File: src/hw/rtl/pel_pkg.sv
// Package for the profile edge locator.
// Holds the configuration and result types, register indexes and pick-rule codes.
// No dependencies; used by every module of the block.
package pel_pkg;

    localparam int unsigned VALUE_W = 16;
    localparam int unsigned COORD_W = 20;
    localparam int unsigned POINT_W = 21;
    localparam int unsigned INDEX_W = 12;
    localparam int unsigned THR_W   = 8;

    localparam int unsigned S_TDATA_W = 56;
    localparam int unsigned M_TDATA_W = 72;
    localparam int unsigned APB_AW    = 4;
    localparam int unsigned APB_DW    = 32;

    typedef enum logic [1:0] {
        REG_POLARITY = 2'd0,
        REG_PICK     = 2'd1,
        REG_THRESH   = 2'd2,
        REG_SUBPIX   = 2'd3
    } t_reg_idx;

    typedef enum logic [1:0] {
        PICK_FIRST     = 2'd0,
        PICK_LAST      = 2'd1,
        PICK_STRONGEST = 2'd2,
        PICK_RESERVED  = 2'd3
    } t_pick;

    localparam logic POL_RISING  = 1'b0;
    localparam logic POL_FALLING = 1'b1;

    typedef struct packed {
        logic               polarity;
        t_pick              pick;
        logic [THR_W-1:0]   threshold;
        logic               subpixel;
    } t_cfg;

    typedef struct packed {
        logic                 found;
        logic [POINT_W-1:0]   x;
        logic [POINT_W-1:0]   y;
        logic [VALUE_W-1:0]   strength;
        logic [INDEX_W-1:0]   index;
    } t_result;

endpackage

File: src/hw/rtl/pel_cfg_regs.sv
// APB-style configuration registers of the profile edge locator.
// Depends on pel_pkg for the register indexes and the configuration struct.
module pel_cfg_regs (
    input  logic                         i_clk,
    input  logic                         i_rst_n,
    input  logic                         i_psel,
    input  logic                         i_penable,
    input  logic                         i_pwrite,
    input  logic [pel_pkg::APB_AW-1:0]   i_paddr,
    input  logic [pel_pkg::APB_DW-1:0]   i_pwdata,
    output logic [pel_pkg::APB_DW-1:0]   o_prdata,
    output logic                         o_pready,
    output pel_pkg::t_cfg                o_cfg
);

    pel_pkg::t_cfg     r_cfg;
    pel_pkg::t_reg_idx w_idx;
    logic              w_wr;

    assign w_idx    = pel_pkg::t_reg_idx'(i_paddr[3:2]);
    assign o_pready = 1'b1;
    assign w_wr     = i_psel & i_penable & i_pwrite;

    always_ff @(posedge i_clk) begin
        if (!i_rst_n) begin
            r_cfg.polarity  <= pel_pkg::POL_RISING;
            r_cfg.pick      <= pel_pkg::PICK_FIRST;
            r_cfg.threshold <= '0;
            r_cfg.subpixel  <= 1'b1;
        end else if (w_wr) begin
            case (w_idx)
                pel_pkg::REG_POLARITY: r_cfg.polarity  <= i_pwdata[0];
                pel_pkg::REG_PICK:     r_cfg.pick      <= pel_pkg::t_pick'(i_pwdata[1:0]);
                pel_pkg::REG_THRESH:   r_cfg.threshold <= i_pwdata[pel_pkg::THR_W-1:0];
                pel_pkg::REG_SUBPIX:   r_cfg.subpixel  <= i_pwdata[0];
                default: ;
            endcase
        end
    end

    always_comb begin
        o_prdata = '0;
        case (w_idx)
            pel_pkg::REG_POLARITY: o_prdata[0]   = r_cfg.polarity;
            pel_pkg::REG_PICK:     o_prdata[1:0] = r_cfg.pick;
            pel_pkg::REG_THRESH:   o_prdata[pel_pkg::THR_W-1:0] = r_cfg.threshold;
            pel_pkg::REG_SUBPIX:   o_prdata[0]   = r_cfg.subpixel;
            default:               o_prdata      = '0;
        endcase
    end

    assign o_cfg = r_cfg;

endmodule

File: src/hw/rtl/pel_edge_core.sv
// Edge search core: input register, step compare and best-edge tracking.
// Depends on pel_pkg; emits one result per profile on the sample marked last.
module pel_edge_core #(
    parameter int unsigned MAX_SAMPLES = 4096
) (
    input  logic                            i_clk,
    input  logic                            i_rst_n,
    input  pel_pkg::t_cfg                   i_cfg,
    input  logic                            i_in_accept,
    input  logic [pel_pkg::VALUE_W-1:0]     i_value,
    input  logic [pel_pkg::COORD_W-1:0]     i_x,
    input  logic [pel_pkg::COORD_W-1:0]     i_y,
    input  logic                            i_last,
    output logic                            o_held_last,
    output logic                            o_push,
    output pel_pkg::t_result                o_result
);

    localparam int unsigned IDX_CAP   = (1 << pel_pkg::INDEX_W) - 1;
    localparam int unsigned IDX_LIMIT = (MAX_SAMPLES - 1 > IDX_CAP) ? IDX_CAP : MAX_SAMPLES - 1;
    localparam logic [pel_pkg::INDEX_W-1:0] IdxLimit = pel_pkg::INDEX_W'(IDX_LIMIT);

    // input register
    logic                          r_in_valid;
    logic [pel_pkg::VALUE_W-1:0]   r_value;
    logic [pel_pkg::COORD_W-1:0]   r_x;
    logic [pel_pkg::COORD_W-1:0]   r_y;
    logic                          r_last;

    // profile state
    logic                          r_have_prev;
    logic [pel_pkg::VALUE_W-1:0]   r_prev_value;
    logic [pel_pkg::COORD_W-1:0]   r_prev_x;
    logic [pel_pkg::COORD_W-1:0]   r_prev_y;
    logic [pel_pkg::INDEX_W-1:0]   r_count;
    pel_pkg::t_result              r_best;

    logic                          n_have_prev;
    logic [pel_pkg::INDEX_W-1:0]   n_count;
    pel_pkg::t_result              n_best;

    logic signed [pel_pkg::VALUE_W:0] w_delta;
    logic signed [pel_pkg::VALUE_W:0] w_thr;
    logic [pel_pkg::VALUE_W:0]        w_abs;
    logic                             w_match;
    logic                             w_take;
    logic [pel_pkg::VALUE_W-1:0]      w_strength;

    always_ff @(posedge i_clk) begin
        if (!i_rst_n) begin
            r_in_valid <= 1'b0;
        end else begin
            r_in_valid <= i_in_accept;
        end
    end

    always_ff @(posedge i_clk) begin
        if (i_in_accept) begin
            r_value <= i_value;
            r_x     <= i_x;
            r_y     <= i_y;
            r_last  <= i_last;
        end
    end

    always_comb begin
        w_delta    = $signed({1'b0, r_value}) - $signed({1'b0, r_prev_value});
        w_thr      = $signed({1'b0, i_cfg.threshold, 8'h00});
        w_abs      = w_delta[pel_pkg::VALUE_W] ? 17'(-w_delta) : 17'(w_delta);
        w_strength = w_abs[pel_pkg::VALUE_W-1:0];

        if (i_cfg.polarity == pel_pkg::POL_RISING) begin
            w_match = r_have_prev && (w_delta >= w_thr);
        end else begin
            w_match = r_have_prev && (w_delta <= -w_thr);
        end

        case (i_cfg.pick)
            pel_pkg::PICK_FIRST: w_take = !r_best.found;
            pel_pkg::PICK_LAST:  w_take = 1'b1;
            default:             w_take = !r_best.found || (w_strength > r_best.strength);
        endcase
        w_take = w_take && w_match;

        n_best = r_best;
        if (w_take) begin
            n_best.found    = 1'b1;
            n_best.strength = w_strength;
            n_best.index    = r_count;
            if (i_cfg.subpixel && (w_delta != '0)) begin
                // midpoint of the pair in Q20.1
                n_best.x = {1'b0, r_prev_x} + {1'b0, r_x};
                n_best.y = {1'b0, r_prev_y} + {1'b0, r_y};
            end else begin
                n_best.x = {r_x, 1'b0};
                n_best.y = {r_y, 1'b0};
            end
        end

        n_have_prev = 1'b1;
        n_count     = (r_count < IdxLimit) ? r_count + 1'b1 : r_count;

        o_result = n_best.found ? n_best : '0;
        o_push   = r_in_valid && r_last;
    end

    always_ff @(posedge i_clk) begin
        if (!i_rst_n) begin
            r_have_prev  <= 1'b0;
            r_prev_value <= '0;
            r_prev_x     <= '0;
            r_prev_y     <= '0;
            r_count      <= '0;
            r_best       <= '0;
        end else if (r_in_valid) begin
            if (r_last) begin
                // end of profile: back to the cleared state
                r_have_prev  <= 1'b0;
                r_prev_value <= '0;
                r_prev_x     <= '0;
                r_prev_y     <= '0;
                r_count      <= '0;
                r_best       <= '0;
            end else begin
                r_have_prev  <= n_have_prev;
                r_prev_value <= r_value;
                r_prev_x     <= r_x;
                r_prev_y     <= r_y;
                r_count      <= n_count;
                r_best       <= n_best;
            end
        end
    end

    assign o_held_last = r_in_valid && r_last;

endmodule

File: src/hw/rtl/pel_out_fifo.sv
// Three-beat result queue between the edge core and the output stream.
// Depends on pel_pkg for the result struct.
module pel_out_fifo (
    input  logic              i_clk,
    input  logic              i_rst_n,
    input  logic              i_push,
    input  pel_pkg::t_result  i_data,
    input  logic              i_pop,
    output logic              o_valid,
    output pel_pkg::t_result  o_data,
    output logic [1:0]        o_count
);

    localparam int unsigned DEPTH = 3;

    pel_pkg::t_result r_mem [DEPTH];
    logic [1:0]       r_wr_ptr;
    logic [1:0]       r_rd_ptr;
    logic [1:0]       r_count;
    logic             w_pop;

    assign w_pop = i_pop && (r_count != 2'd0);

    always_ff @(posedge i_clk) begin
        if (i_push) begin
            r_mem[r_wr_ptr] <= i_data;
        end
    end

    always_ff @(posedge i_clk) begin
        if (!i_rst_n) begin
            r_wr_ptr <= '0;
            r_rd_ptr <= '0;
            r_count  <= '0;
        end else begin
            if (i_push) begin
                r_wr_ptr <= (r_wr_ptr == 2'(DEPTH - 1)) ? 2'd0 : r_wr_ptr + 2'd1;
            end
            if (w_pop) begin
                r_rd_ptr <= (r_rd_ptr == 2'(DEPTH - 1)) ? 2'd0 : r_rd_ptr + 2'd1;
            end
            case ({i_push, w_pop})
                2'b10:   r_count <= r_count + 2'd1;
                2'b01:   r_count <= r_count - 2'd1;
                default: r_count <= r_count;
            endcase
        end
    end

    assign o_valid = (r_count != 2'd0);
    assign o_data  = r_mem[r_rd_ptr];
    assign o_count = r_count;

endmodule

File: src/hw/rtl/profile_edge_locator.sv
// Profile edge locator: one-dimensional caliper edge search over a sample stream.
// Takes one sample beat per cycle while tready is high; each beat is registered and compared
// with the previous sample, and the beat marked tlast yields one result beat, which is then
// written into the result buffer. Results queue in that three-beat buffer, so samples keep
// flowing while results wait; tready drops only when that buffer could overflow. The step
// threshold is in units of 256 grey levels; subpixel mode reports the pair midpoint in Q20.1.
// The user must write registers over the APB-style port only between profiles; the block itself does not enforce this.
// Depends on pel_pkg, pel_cfg_regs, pel_edge_core and pel_out_fifo.
module profile_edge_locator #(
    parameter int unsigned MAX_SAMPLES = 4096
) (
    input  logic                            i_clk,
    input  logic                            i_rst_n,
    // sample stream
    input  logic                            i_s_tvalid,
    output logic                            o_s_tready,
    input  logic [pel_pkg::S_TDATA_W-1:0]   i_s_tdata,   // sample_value[15:0], sample_x[35:16], sample_y[55:36]
    input  logic                            i_s_tlast,   // last_sample
    // result stream
    output logic                            o_m_tvalid,
    input  logic                            i_m_tready,
    output logic [pel_pkg::M_TDATA_W-1:0]   o_m_tdata,   // edge_x[20:0], edge_y[41:21], edge_strength[57:42], edge_index[69:58], zero[71:70]
    output logic                            o_m_tuser,   // edge_found
    // configuration
    input  logic                            i_psel,
    input  logic                            i_penable,
    input  logic                            i_pwrite,
    input  logic [pel_pkg::APB_AW-1:0]      i_paddr,
    input  logic [pel_pkg::APB_DW-1:0]      i_pwdata,
    output logic [pel_pkg::APB_DW-1:0]      o_prdata,
    output logic                            o_pready
);

    pel_pkg::t_cfg    w_cfg;
    pel_pkg::t_result w_core_result;
    pel_pkg::t_result w_out_result;
    logic             w_in_accept;
    logic             w_held_last;
    logic             w_push;
    logic             w_out_valid;
    logic [1:0]       w_count;

    // hold off while queued results plus one in flight could fill the buffer
    assign o_s_tready  = !(w_count == 2'd3) && !((w_count == 2'd2) && w_held_last);
    assign w_in_accept = i_s_tvalid && o_s_tready;

    pel_cfg_regs u_cfg (
        .i_clk     (i_clk),
        .i_rst_n   (i_rst_n),
        .i_psel    (i_psel),
        .i_penable (i_penable),
        .i_pwrite  (i_pwrite),
        .i_paddr   (i_paddr),
        .i_pwdata  (i_pwdata),
        .o_prdata  (o_prdata),
        .o_pready  (o_pready),
        .o_cfg     (w_cfg)
    );

    pel_edge_core #(
        .MAX_SAMPLES (MAX_SAMPLES)
    ) u_core (
        .i_clk       (i_clk),
        .i_rst_n     (i_rst_n),
        .i_cfg       (w_cfg),
        .i_in_accept (w_in_accept),
        .i_value     (i_s_tdata[15:0]),
        .i_x         (i_s_tdata[35:16]),
        .i_y         (i_s_tdata[55:36]),
        .i_last      (i_s_tlast),
        .o_held_last (w_held_last),
        .o_push      (w_push),
        .o_result    (w_core_result)
    );

    pel_out_fifo u_fifo (
        .i_clk   (i_clk),
        .i_rst_n (i_rst_n),
        .i_push  (w_push),
        .i_data  (w_core_result),
        .i_pop   (i_m_tready),
        .o_valid (w_out_valid),
        .o_data  (w_out_result),
        .o_count (w_count)
    );

    assign o_m_tvalid = w_out_valid;
    assign o_m_tuser  = w_out_result.found;
    assign o_m_tdata  = {2'b00, w_out_result.index, w_out_result.strength,
                         w_out_result.y, w_out_result.x};

endmodule

File: config.mk
export PLATFORM = sky130hd
export DESIGN_NAME = profile_edge_locator
export DESIGN_NICKNAME = d
export VERILOG_FILES = /design/src/hw/rtl/pel_pkg.sv /design/src/hw/rtl/pel_cfg_regs.sv /design/src/hw/rtl/pel_edge_core.sv /design/src/hw/rtl/pel_out_fifo.sv /design/src/hw/rtl/profile_edge_locator.sv
export SDC_FILE = /design/constraint.sdc
export NUM_CORES = 1
export LEC_CHECK = 0
export BUFFER_PORTS_ARGS = -buffer_cell sky130_fd_sc_hd__buf_4
export CAP_MARGIN = 20
export CORE_MARGIN = 5
export CORE_UTILIZATION = 64
export DETAILED_ROUTE_END_ITERATION = 8
export GPL_TIMING_DRIVEN = 0
export PLACE_DENSITY = 0.81
export RECOVER_POWER = 25
export REMOVE_ABC_BUFFERS = 1
export SETUP_SLACK_MARGIN = 0.15
export SYNTH_ARGS = -nofsm -noshare
export SYNTH_HDL_FRONTEND = slang
export SYNTH_SLANG_ARGS = --single-unit
File: constraint.sdc
create_clock -name i_clk -period 21.1 [get_ports i_clk]
set_clock_uncertainty 0.2 [all_clocks]
set_input_delay 4.22 -clock i_clk [delete_from_list [all_inputs] [get_ports i_clk]]
set_output_delay 4.22 -clock i_clk [all_outputs]
set_load 0.1 [all_outputs]
==> results.yml <==
routing:
  drc: 0
  avgRoutedWirePerCell_um: 18.1
  drtIter0Drc: 1019
  num_vias: 14941
  ant_nets: 0
  dr.pass1.iters: 5
  viasPerCell: 5.90
  routed_wl_mm: 45.9
placement:
  io_buffers: 154
  dp_hpwl_mm: 30.8
  place_congestion: 0.891
  placed_cells: 2454
clock_tree:
  cts_setup_buffers: 0
  path_clk_slew_ns: 0.06
  ctsResizeCount: 0
  clockBufferDepth: 3
  clk_latency_ns: 0.55
  root_buffer: "clkbuf_16"
  ctsHoldBuffers: 0
  cts_num_sinks: 431
  numCtsBuffers: 43
  h-tree-depth: 2
  cts_tree: "yes"
sta:
  fin_tns_setup_ns: 0
  worst_slew_pin_slew_ns: 1.09
  slew_viol_final: 0
  slew_headroom_pct: 26.9
  fmax_mhz: 102
  setup_viol: 0
  timing.hold.ws_ns: 0.269
  min_period_ns: 9.80
  period_share_pct: 46.4
  rsz0062_at_grt: "no"
  hold_viol: 0
global_routing:
  grt_pass1_vias: 14768
  grt_pass1_wl_mm: 73.8
  gr-usage-all-layers_pct: 24.4
  grt_max_degree: 102
  antenna_found_initial: 0
  overflow: 0
power_and_ir_drop:
  pwr_density_cell_mw_per_mm2: 85.9
  power_frac_seq_pct: 44.8
  p_clk_share_pct: 36.2
  leakage_nw: 8.97
  swShare_pct: 29.4
  ir_drop_uv: 68.0
  internal-power_w: 0.00147
  pwr-share-comb_pct: 19.1
  switching_power_w: 0.000613
worst_setup_path:
  arrival_ns: 5.38
  cp-end-kind: "primary output"
  timing.critical_path.fanout_max: 10
  worst_setup_path_start_kind: "primary input"
  critPathKind: "in -> out"
  worstPathRequired_ns: 16.68
cells_and_area:
  diodes: 0
  nets: 2256
  area_delta_synth_final_pct: 13.7
  drive_gt1_share_pct: 14.2
  layoutNonFillerInstCount: 2534
synthesis:
  synth-seq-cells: 431
  synthArstFlopShare_pct: 0
  syn-instance-count: 1929
  yosysSeqAreaShare_pct: 53.1
  synth_area_mm2: 0.0213
  yosysMostFrequentCell: "edfxtp_1"
  synth_top_area_share_pct: 38.0
  ys_warn_count: 0
  synth_area_leaders: "edfxtp_1 38%, dfxtp_1 15%, ha_1 5.6%"
  avgSynthCellArea_um2: 11.1
  synth_ff_type: "edfxtp_1"
  yosysTopAreaCell: "edfxtp_1"
  ys_top_cells_by_count: "270 x edfxtp_1, 173 x o21ai_0, 161 x dfxtp_1"
  synth_edf_count: 270
  synth.distinct_cells: 83
floorplanning:
  rows: 66
  io_pins: 208
  start_util_pct: 65.3
  die_x_um: 193
  die_area_mm2: 0.0371
  fp.coreArea_mm2: 0.0327
  die_h_um: 193
flow_run:
  drv_cap: 0
worst_hold_path:
  min_path_type: "reg -> reg"
status:
  run_status: "finished, final reports clean"
## metrics by stage
stage	area [µm²]	worst slack (ns)	util (%)	power, W
3_5_place_dp	23000	11.32	70.4	0.00135
3_3_place_gp	22400	6.30	68.6	0.00134
5_1_grt	24300	11.20	74.2	0.00216
6_report	24300	11.30	74.2	0.00209
2_1_floorplan	20700	10.55	-	0.00125
4_1_cts	24400	11.31	74.7	0.00210
## path summary, 6_finish.rpt
check	startpoint	end	slack, ns	cells after the start
min reg2reg	u_core.r_best[53]$_SDFFE_PN0P_	u_core.r_best[53]$_SDFFE_PN0P_	0.27	1
max	i_paddr[2]	o_prdata[0]	11.30	6
max reg2reg	u_core.r_value[0]$_DFFE_PP_	u_core.r_best[48]$_SDFFE_PN0P_	13.66	27
min	u_core.r_best[53]$_SDFFE_PN0P_	u_core.r_best[53]$_SDFFE_PN0P_	0.27	1
## cell type report
type | instances | area [µm²]
clock inverter | 19 | 168
multi-input combinational | 1302 | 9120
timing repair buffer | 192 | 1520
clock buffer | 60 | 1240
sequential | 431 | 11300
fill | 2299 | 8430
tap | 442 | 553
inverter | 88 | 333
## power groups by stage
stage | Combinational, W | Clock, W | Sequential, W
2_1_floorplan | 0.000299 | 0 | 0.000952
3_3_place_gp | 0.000377 | 0 | 0.000962
3_5_place_dp | 0.000395 | 0 | 0.000952
4_1_cts | 0.000397 | 0.000766 | 0.000934
5_1_grt | 0.000427 | 0.000800 | 0.000935
6_report | 0.000398 | 0.000754 | 0.000934
## critical path, stage by stage
cell and delay (ns):
buf_4 0.12, inv_1 0.10, ha_1 0.33, a222oi_1 0.12, mux2i_1 0.17, buf_4 0.31
## layout by cell type, fill, tap and decap left out, drive strengths merged, types with 11 or more instances in the layout
cell	Yosys	final
buf	68	172
nor3	17	17
a22oi	57	57
mux2i	83	83
nor2b	85	85
o2bb2ai	41	41
o21a	11	11
clkbuf	65	80
ha	95	95
a21boi	13	13
o31a	12	12
xor2	23	23
and2	20	20
edfxtp	270	270
and3	11	11
inv	88	90
nor2	62	62
nand4	11	11
nand3	87	87
nor4	13	13
xnor2	45	45
conb	2	27
a22o	16	16
dfxtp	161	161
a21o	35	35
and3b	12	12
nand2	132	132
a211oi	12	12
clkinv	0	13
nand2b	13	13
or3	17	17
o21ai	175	175
a21oi	85	85
## state kept, by name (all words and copies together) (netlist names), named ones only
register and flops:
u_core.r_in_valid 1, u_core.r_x 20, u_fifo.r_wr_ptr 2, u_core.r_have_prev 1, u_core.r_prev_y 20, u_fifo.r_mem 213
u_core.r_value 16, u_fifo.r_rd_ptr 2, u_core.r_count 12, u_fifo.o_count 2, u_core.r_last 1, u_core.r_prev_value 16
u_core.r_y 20, u_cfg.o_cfg 12, u_core.r_best 71, u_core.r_prev_x 20
## kinds of logic (layout without fill, tap and decap cells)
group | after synthesis | count (layout) | synth area share (%)
buffers and inverters | 221 | 359 | 4.81
multiplexers | 87 | 87 | 4.10
AO/OA/AOI/OAI | 515 | 515 | 16.9
AND/OR/NAND/NOR | 505 | 505 | 12.3
flip-flops | 431 | 431 | 53.1
XOR/XNOR | 68 | 68 | 2.79
other | 2 | 27 | 0.0352
adder cells (fa/ha/maj) | 100 | 100 | 5.94
## per-layer routing
| layer | part of all wire (%) | routed length [µm] | track usage, % |
|---|---|---|---|
| met1 | 42 | 19400 | 31.5 |
| met2 | 50 | 23000 | 42.8 |
| met3 | 5.0 | 2300 | 3.20 |
| met4 | 2.6 | 1180 | 7.95 |
| met5 | 0 | 0 | 0 |
No activity file was read; power rests on OpenSTA's default activity.
